`config.mk`:
```
export PLATFORM = sky130hd
export DESIGN_NAME = xsr_gen
export DESIGN_NICKNAME = d
export VERILOG_FILES = /design/src/xsr_pkg.sv /design/src/xsr_gen.sv
export SDC_FILE = /design/constraint.sdc
export NUM_CORES = 1
export LEC_CHECK = 0
export BUFFER_PORTS_ARGS = -buffer_cell sky130_fd_sc_hd__buf_4
export CAP_MARGIN = 20
export CORE_MARGIN = 2
export CORE_UTILIZATION = 45
export DETAILED_ROUTE_END_ITERATION = 8
export GPL_TIMING_DRIVEN = 0
export SLEW_MARGIN = 20
export SYNTH_ARGS = -nofsm -noshare
export SYNTH_HDL_FRONTEND = slang
export SYNTH_SLANG_ARGS = --single-unit
```
`constraint.sdc`:
```
create_clock -name aclk -period 6.55 [get_ports aclk]
set_input_delay 0.655 -clock aclk [delete_from_list [all_inputs] [get_ports aclk]]
set_output_delay 0.655 -clock aclk [all_outputs]
set_load 0.02 [all_outputs]
```
`src/xsr_pkg.sv`:
```
// xsr_pkg: shared constants and types for the xorshift128+ state recovery block.
// No dependencies.
package xsr_pkg;

    localparam int SHIFT_A = 23;
    localparam int SHIFT_B = 17;
    localparam int SHIFT_C = 26;
    localparam int NBITS   = 128;
    localparam int IDX_W   = $clog2(NBITS);
    localparam int WORD_W  = NBITS / 2;

    typedef struct packed {
        logic             load;
        logic             step;
        logic [IDX_W-1:0] col;
    } gen_ctl_t;

endpackage

```
`src/xsr_gen.sv`:
```
// xsr_gen: concrete xorshift128+ generator run from a unit state, one step per cycle while step is asserted.
// Gives the output LSB of the next step; column index selects the unit state bit.
// Depends on xsr_pkg.
module xsr_gen (
    input  logic              aclk,
    input  xsr_pkg::gen_ctl_t ctl,
    output logic              nbit
);

    logic [xsr_pkg::WORD_W-1:0] s0_reg;
    logic [xsr_pkg::WORD_W-1:0] s1_reg;
    logic [xsr_pkg::WORD_W-1:0] a_val;
    logic [xsr_pkg::WORD_W-1:0] b_val;
    logic [xsr_pkg::WORD_W-1:0] unit_val;

    always_comb begin
        a_val    = s0_reg ^ (s0_reg << xsr_pkg::SHIFT_A);
        b_val    = a_val ^ (a_val >> xsr_pkg::SHIFT_B) ^ s1_reg
                   ^ (s1_reg >> xsr_pkg::SHIFT_C);
        nbit     = s1_reg[0] ^ b_val[0];
        unit_val = {{(xsr_pkg::WORD_W-1){1'b0}}, 1'b1} << ctl.col[xsr_pkg::IDX_W-2:0];
    end

    always_ff @(posedge aclk) begin
        if (ctl.load) begin
            s0_reg <= ctl.col[xsr_pkg::IDX_W-1] ? '0 : unit_val;
            s1_reg <= ctl.col[xsr_pkg::IDX_W-1] ? unit_val : '0;
        end else if (ctl.step) begin
            s0_reg <= s1_reg;
            s1_reg <= b_val;
        end
    end

endmodule

```
==> results.md, run 1 <==
Status:
- The flow ran to the end, and the final reports show no timing, DRC or antenna violations.

Clock tree:
- The clock tree root buffer cell is sky130_fd_sc_hd__clkbuf_16.
- The post-cts hold buffer count is 0.
- The maximum clock insertion buffer count is 2.
- After clock tree synthesis, the clock-pin slew on the worst setup and hold paths is roughly 0.06 ns.
- The H-tree generated during clock tree synthesis spans 4 levels.
- At the later pin of the worst-skew pair, clock insertion delay measures around 0.43 ns.
- Gates resized during post-CTS repair numbered 0.
- The post-CTS setup-driven buffer insertion count is 0.
- The total clock sinks is 128.
- TritonCTS built the clock tree.
- In this run, CTS created clock tree buffers numbering 17.

Global routing:
- The number of global-route vias before repair is approximately 4.6k.
- The global-route wire length before repair is around 30 mm.
- The overall fraction of global-route tracks in use is around a quarter.
- Entering global routing, the biggest net connects between 50 and 60 pins.
- The initial antenna violation count was 0.
- The aggregate global routing overflow is 0.

Setup path:
- Of all nets on the critical path, the largest fanout is 50.
- By startpoint and endpoint, the worst setup path is classified as input port to flop.
- The critical path arrival is 2.41 ns.
- Walking the worst path, the cells encountered are buf_2, buf_2, or2_4, buf_16, buf_16.
- The origin of the critical flop-to-flop path is s0_reg[17].
- The number of cells on the critical path is 5.
- In this run the critical register-to-register path is captured at s1_reg[23].
- On the critical path the largest part of the delay comes from buffers and inverters.
- The biggest cell delay along the critical path is between 0.5 and 0.6 ns.
- The critical path capture point type is a flop.
- The standard cell with the maximum stage delay on the critical path is sky130_fd_sc_hd__or2_4.
- The setup check on the worst reg-to-reg path leaves a slack of between 4 and 5 ns.
- The depth of the most critical reg-to-reg path is 3.
- The kind of start point of the critical path is an input port.
- The number of buffers and inverters on the critical path is 4.
- For the worst setup path, the data required time is 6.66 ns.

Final layout:
- After filler insertion, the fill cell instance count of the layout stands at approximately 1.4k.
- The number of nets in the final layout is 512.
- The area growth from synthesis to layout is 12.4%.
- The count of antenna diodes in the layout is 0.
- The count of non-filler cells in the finished layout is between 700 and 800.
- The post-route cell area is 0.00801 mm^2.
- The ratio of cells with drive above 1 in the final layout is between 10% and 20%.

Power and ir drop:
- Across the VDD grid, the largest voltage drop is 0.000331 V.
- Dividing total power by cell area gives a power density of ~500 mW/mm^2.
- The leakage dissipation is 0.00294 uW.

STA:
- The achievable clock frequency is approximately 430 MHz.
- The final count of negative-setup-slack endpoints is 0.
- The setup TNS is 0 ns.
- The hold slack is between 0.5 and 0.6 ns.
- For the finished layout, the period the worst path requires is 2.30 ns.
- The hold violation count in the final report came to 0.
- The transition at the pin with the smallest max-transition slack is ~1.0 ns.
- In this run the tightest slew margin relative to its limit is 33.1%.
- The final count of pins violating max slew is 0.
- On the final layout, the worst clock skew is about 0.0067 ns.
- In the post-route analysis, the smallest setup slack over all paths is 4.25 ns.
- The portion of the clock cycle consumed by the worst path in the final layout is 35.1%.
- Setup repair after global routing left no endpoint under its margin.

Synth:
- For this run, the register share of the synthesized area comes to between 50% and 60%.
- The netlist uses 27 different library cells.
- The number of synthesis warnings is 0.
- Synthesis produced a netlist with a net count of 485.
- In this run the cell area of the synthesized design comes to 0.00713 mm^2.
- After synthesis the netlist holds a flip-flop and latch count of between 100 and 150.
- In this run the mean area of a mapped cell was between 15 and 20 um^2.
- Synthesis produced 475 cells.

Run:
- Max-cap violations in this run came to 0.

Routing:
- In the detailed route, the total length drawn on met3 is 1.80 mm.
- The count of vias placed by the detailed router is between 4k and 5k.
- The remaining antenna violation count after routing is 0.
- The sum of met2 wire segment lengths after detailed routing is 9.45 mm.
- After the first detailed-routing iteration, the DRC count stood at between 600 and 700.
- The routed wire length per instance is 28.8 um.
- After detailed routing, the number of vias per cell comes to around 6.3.
- The final layout contains routed wiring with a total length of around 21 mm.
- After detailed routing, the number of remaining DRC violations is 0.
- In the final routing, the length of wire on met1 measures approximately 9.1 mm.
- The highest layer used for signal routing is met4.
- The first-pass iteration count of the detailed router is 5.

Worst hold path:
- The path with the worst hold slack has its endpoint at s0_reg[21].
- The source of the worst hold timing path is s1_reg[21].
- The depth of the worst hold-timing path is 1.
- The worst hold path belongs to the class flop to flop.

Floorplan:
- During I/O placement, the number of pins put on the boundary was 11.
- The number of core rows is 46.
- The die area is 0.0169 mm^2.
- In this run the horizontal extent of the chip is approximately 130 um.
- The y dimension of the die is about 130 um.
- The effective utilization at floorplan is 45.5%.
- The core area is between 0.015 and 0.02 mm^2.

Placed design:
- The instance area after placement is ~0.0075 mm^2.
- The port buffer count is 6.
- Before CTS, the worst setup slack after placement is 3.83 ns.
- The post-placement cell count is 699.
- The placer congestion estimate is ~0.81.
- The detailed-placement wirelength estimate is 13.4 mm.
worst reg2reg max path: stages, from the launching register on:
cell	delay [ns]
sky130_fd_sc_hd__edfxtp_1	0.48
sky130_fd_sc_hd__xor2_1	0.32
sky130_fd_sc_hd__xnor3_1	0.47
sky130_fd_sc_hd__o22ai_2	0.14
placed cells by master (no fill, tap or decap), types with 2 or more instances in the layout:
master,Yosys,layout
sky130_fd_sc_hd__edfxtp_1,128,128
sky130_fd_sc_hd__xnor2_1,85,85
sky130_fd_sc_hd__o22ai_1,64,64
sky130_fd_sc_hd__o2bb2ai_1,54,54
sky130_fd_sc_hd__xnor3_1,41,41
sky130_fd_sc_hd__xor2_1,26,26
sky130_fd_sc_hd__clkbuf_1,17,21
sky130_fd_sc_hd__clkbuf_16,0,17
sky130_fd_sc_hd__nand2_1,14,14
sky130_fd_sc_hd__o2bb2ai_2,8,8
sky130_fd_sc_hd__buf_2,6,6
sky130_fd_sc_hd__clkinv_1,0,6
sky130_fd_sc_hd__buf_4,0,6
sky130_fd_sc_hd__nand3_1,5,5
sky130_fd_sc_hd__clkinv_2,0,4
sky130_fd_sc_hd__buf_6,3,3
sky130_fd_sc_hd__inv_1,3,3
sky130_fd_sc_hd__nor2_1,3,3
sky130_fd_sc_hd__nand3b_1,3,3
sky130_fd_sc_hd__nor2b_1,2,2
sky130_fd_sc_hd__and3b_1,2,2
sky130_fd_sc_hd__o22ai_2,2,2
sky130_fd_sc_hd__buf_16,0,2
cell usage after synthesis:
| library cell | n | area, um^2 |
|---|---|---|
| sky130_fd_sc_hd__nor3b_2 | 1 | 12.5 |
| sky130_fd_sc_hd__xor2_1 | 26 | 228 |
| sky130_fd_sc_hd__or2_2 | 1 | 6.26 |
| sky130_fd_sc_hd__o22ai_1 | 64 | 400 |
| sky130_fd_sc_hd__nand3b_1 | 3 | 22.5 |
| sky130_fd_sc_hd__o2bb2ai_1 | 54 | 473 |
| sky130_fd_sc_hd__nand3_1 | 5 | 25.0 |
| sky130_fd_sc_hd__xnor3_1 | 41 | 923 |
| sky130_fd_sc_hd__xnor3_4 | 1 | 26.3 |
| sky130_fd_sc_hd__buf_2 | 6 | 30.0 |
| sky130_fd_sc_hd__and3_1 | 1 | 6.26 |
| sky130_fd_sc_hd__and3b_1 | 2 | 17.5 |
| sky130_fd_sc_hd__or3_1 | 1 | 6.26 |
| sky130_fd_sc_hd__inv_1 | 3 | 11.3 |
| sky130_fd_sc_hd__o2bb2ai_2 | 8 | 120 |
| sky130_fd_sc_hd__buf_6 | 3 | 33.8 |
| sky130_fd_sc_hd__inv_2 | 1 | 3.75 |
| sky130_fd_sc_hd__nand2_1 | 14 | 52.6 |
| sky130_fd_sc_hd__or3b_1 | 1 | 8.76 |
| sky130_fd_sc_hd__buf_1 | 1 | 3.75 |
| sky130_fd_sc_hd__nor2_1 | 3 | 11.3 |
| sky130_fd_sc_hd__xnor2_1 | 85 | 744 |
| sky130_fd_sc_hd__xor2_2 | 1 | 16.3 |
| sky130_fd_sc_hd__nor2b_1 | 2 | 12.5 |
| sky130_fd_sc_hd__clkbuf_1 | 17 | 63.8 |
| sky130_fd_sc_hd__edfxtp_1 | 128 | 3840 |
| sky130_fd_sc_hd__o22ai_2 | 2 | 25.0 |
logic make-up (layout without fill, tap and decap cells):
group                  after synthesis  in the layout  synth area share, %
AND/OR/NAND/NOR                     34             34                 2.55
buffers and inverters               31             71                 2.05
XOR/XNOR                           154            154                 27.2
AO/OA/AOI/OAI                      128            128                 14.3
flip-flops                         128            128                 53.9
power by group:
group | internal (uW) | switching [uW] | total, uW
Combinational | 1000 | 563 | 1570
Sequential | 1290 | 254 | 1540
Clock | 510 | 353 | 863
per-layer routing:
layer | vias to the layer above | global-route usage (%)
li1 | 1919 | -
met1 | 2364 | 36.7
met2 | 246 | 38.8
met3 | 58 | 6.19
met4 | 0 | 11.4
met5 | - | 0
how the worst max path moves through the flow:
stage	end	startpoint	slack [ns]
finish	s0_reg[6]	ctl[8]	4.25
global placement	s0_reg[6]	ctl[8]	2.57
floorplan	s0_reg[0]	ctl[8]	3.52
detailed placement	s0_reg[6]	ctl[8]	3.83
global route	s0_reg[6]	ctl[8]	4.19
CTS	s1_reg[6]	ctl[8]	4.29
stage by stage:
stage                     power (uW)  util (%)
after CTS                       3960      51.2
final                           3970      51.2
after global placement          3050      47.5
after global routing            4140      51.2
after detailed placement        3090      47.9
after floorplan                 2820         -
layout make-up:
type	instances	area [um^2]	share of cell area, %
Buffer	27	131	1.64
Multi-Input combinational cell	316	3140	39.2
Timing Repair Buffer	8	100	1.25
Tap cell	216	270	3.37
Sequential cell	128	3840	48.0
Clock buffer	21	440	5.50
Inverter	4	15.0	0.187
Clock inverter	11	72.6	0.906
Note: power is estimated with default switching activity, not from simulation.
==> inputs of run 2 (changes only) <==
==> constraint.sdc (replaced) <==
create_clock -name aclk -period 2.2 [get_ports aclk]
set_input_delay 0.22 -clock aclk [delete_from_list [all_inputs] [get_ports aclk]]
set_output_delay 0.22 -clock aclk [all_outputs]
set_load 0.02 [all_outputs]
==> run 2 against run 1 <==
  * Sequential share of layout area fell by 0.58 points
  * Critical path type unchanged
  * Utilization rose by 0.62 points
  * Combinational power increased to 3.0 times the previous value
  * Clock skew increased by 0.00079 ns
  * Register-to-register slack got worse by 4.4 ns
  * Worst hold slack worse by 0.24 ns
  * Via count is 0.92% higher
  * Die area did not move
  * Final area rose by 1.2%
  * Critical endpoint is now s0_reg[26]
  * First-iteration DRC count fell by 21%
  * Clock power increased to 3.5 times the previous value
==> results.md, run 2 (synthesis gave the netlist of run 1 again) <==
Setup path:
- The worst setup path is of the input port to flop kind.
- The critical path arrival came to 1.99 ns (-0.42 ns).
- The largest driver fanout on the critical path is 51 (+2.0%).
- STA classifies the critical path endpoint as a flop.
- The worst path required time is 2.31 ns (-4.35 ns).
- The worst setup path is launched from an input port.

Placed design:
- The port buffer count was 6 (unchanged).
- The detailed-placement wirelength estimate came to 13.2 mm (-1.5%).
- The placer congestion estimate is 0.807 (-0.79%).
- The post-placement cell count is 699 (unchanged).

STA:
- The worst-case headroom to the max-slew limit is 37.5% (+4.4 points).
- The setup skew after layout came to 0.00749 ns (+0.000790 ns).
- The setup TNS was 0 ns (unchanged).
- Based on the critical path, the design can be clocked at up to 531 MHz.
- Setup repair after global routing left no endpoint under its margin.
- The worst path uses 85.6% of the clock period.
- The final count of negative-setup-slack endpoints is 0 (unchanged).
- The transition at the pin with the smallest max-transition slack is 0.938 ns (-0.0658 ns).
- The final critical delay including setup and external delays is approximately 1.9 ns.
- The hold violation count in the final report is 0 (unchanged).
- The final count of pins violating max slew is 0 (unchanged).

Power and ir drop:
- The worst vdd rail ir drop is 0.000801 V (+140%).
- The power density over the cells came to 1510 mW/mm^2 (+200%).
- The fraction of power consumed by the clock network was 24.5% (+2.8 points).
- The fraction of power spent switching nets is 28.8% (-0.67 points).
- The share of power burned in registers was 37.6% (-1.3 points).
- The relative contribution of combinational cells to total power is 38.0% (-1.4 points).
- The net switching component of the power is 3520 uW (+200%).
- The total power consumption of the routed design is 12,200 uW (+210%).
- The leakage dissipation is 0.00297 uW (+0.89%).
- The internal power came to 8700 uW (+210%).

Global routing:
- The overall fraction of global-route tracks in use came to 25.5% (-0.54 points).
- The number of global-route vias before repair came to 4,435 (-3.2%).
- The pin count of the biggest net entering global routing came to 52 (+2.0%).
- The initial antenna violation count was 0 (unchanged).
- The aggregate global routing overflow was 0 (unchanged).
- The global-route wire length before repair is 29.6 mm (-2.4%).

Routing:
- The count of vias placed by the detailed router is 4,629 (+0.92%).
- The post-detailed-route via-to-cell ratio is 6.34 (+1.1%).
- The DRC violation total after the first TritonRoute iteration came to 499 (-21%).
- The first-pass iteration count of the detailed router came to 5 (unchanged).
- The routed wire length per instance came to 28.3 um (-1.4%).
- The total wire length is 20.7 mm (-1.6%).
- The DRC violations left is 0 (unchanged).
- The remaining antenna violation count after routing was 0 (unchanged).

Floorplan:
- The number of top-level pins is 11 (unchanged).
- The core area is 0.0157 mm^2 (unchanged).
- The effective utilization at floorplan is 45.5% (unchanged).
- The number of core rows came to 46 (unchanged).
- The horizontal die dimension was 130 um (unchanged).
- The y dimension of the die is 130 um (unchanged).
- The die area is 0.0169 mm^2 (unchanged).

Clock tree:
- The post-CTS resize count came to 0 (unchanged).
- The number of buffers added by the clock tree synthesis step came to 17 (unchanged).
- The insertion delay of the later-clocked pin in the worst-skew pair is 0.43 ns (about the same).
- The maximum clock insertion buffer count is 2 (unchanged).
- The TritonCTS clock tree is done.
- The post-cts hold buffer count is 0 (unchanged).
- The clock tree root buffer cell is sky130_fd_sc_hd__clkbuf_16.
- The post-CTS setup-driven buffer insertion count is 0 (unchanged).
- The total clock sinks is 128 (unchanged).
- The clock transition at the registers of the reported paths is 0.06 ns (about the same).
- The number of levels the H-tree was split into is 4 (unchanged).

Final layout:
- The count of non-filler cells in the finished layout is 730 (-0.14%).
- The number of nets in the final layout is 512 (unchanged).
- The ratio of cells with drive above 1 in the final layout is 12.3% (+1.8 points).
- The area growth from synthesis to layout is 13.8%.
- The top cell types in the final layout, fill and taps aside, are sky130_fd_sc_hd__edfxtp_1, sky130_fd_sc_hd__xnor2_1, sky130_fd_sc_hd__o22ai_1.
- The count of antenna diodes in the layout was 0 (unchanged).
- The most common cell after layout, fill and taps aside is sky130_fd_sc_hd__edfxtp_1.

Status:
- The run finished with clean final reports.

Worst hold path:
- The class of the tightest hold or removal check is input port to flop.

Run:
- The number of maximum-capacitance violations was 0 (unchanged).
run 2: cell count changes in the layout (fill, tap and decap cells not counted), sizes merged:
| cell | before | now |
|---|---|---|
| clkinvlp | 0 | 6 |
| clkbuf | 38 | 34 |
| clkinv | 10 | 4 |
| bufinv | 1 | 4 |
run 2: worst paths after layout:
| check | startpoint | slack (ns) | depth (start not counted) | to |
|---|---|---|---|---|
| setup / recovery | ctl[8] | 0.32 | 5 | s0_reg[26] |
| hold / removal | ctl[8] | 0.33 | 3 | s0_reg[1] |
| setup reg to reg | s0_reg[34] | 0.56 | 3 | s1_reg[34] |
| hold reg to reg | s1_reg[18] | 0.57 | 1 | s0_reg[18] |
run 2: per-stage QoR:
step                      instance area, um^2  utilization [%]  hold WS, ns  worst slack, ns
after floorplan                          7130                -        0.539            0.241
after global placement                   7450             47.6        0.546           -0.412
after detailed placement                 7490             47.9        0.555           -0.113
after CTS                                8110             51.8        0.310            0.323
after global routing                     8110             51.8        0.348            0.220
final                                    8110             51.8        0.332            0.317
run 2: area by class of cell:
class / count / area, um^2
Clock buffer: 17 / 425
Tap cell: 216 / 270
Multi-Input combinational cell: 316 / 3140
Fill cell: 1316 / 7540
Sequential cell: 128 / 3840
Clock inverter: 14 / 193
Inverter: 4 / 15.0
Buffer: 27 / 131
Timing Repair Buffer: 8 / 92.6
run 2: worst max-delay path: stages:
cell and delay [ns]:
sky130_fd_sc_hd__buf_2 0.16, sky130_fd_sc_hd__buf_2 0.36, sky130_fd_sc_hd__or2_4 0.59, sky130_fd_sc_hd__buf_12 0.32, sky130_fd_sc_hd__buf_16 0.30
run 2: per-layer routing:
metal  GRT usage, %  vias up  part of all wire (%)
li1               -     1927                     -
met1           35.5     2346                    41
met2           38.1      301                    45
met3           7.54       55                    10
met4           9.87        0                   3.2
met5              0        -                     0
run 2: power groups by stage:
stage	sequential, uW	clock [uW]	combinational, uW
floorplan	4390	0	4000
global placement	4580	0	4500
detailed placement	4610	0	4570
CTS	4570	3000	4630
global route	4660	3100	4970
finish	4590	2990	4640
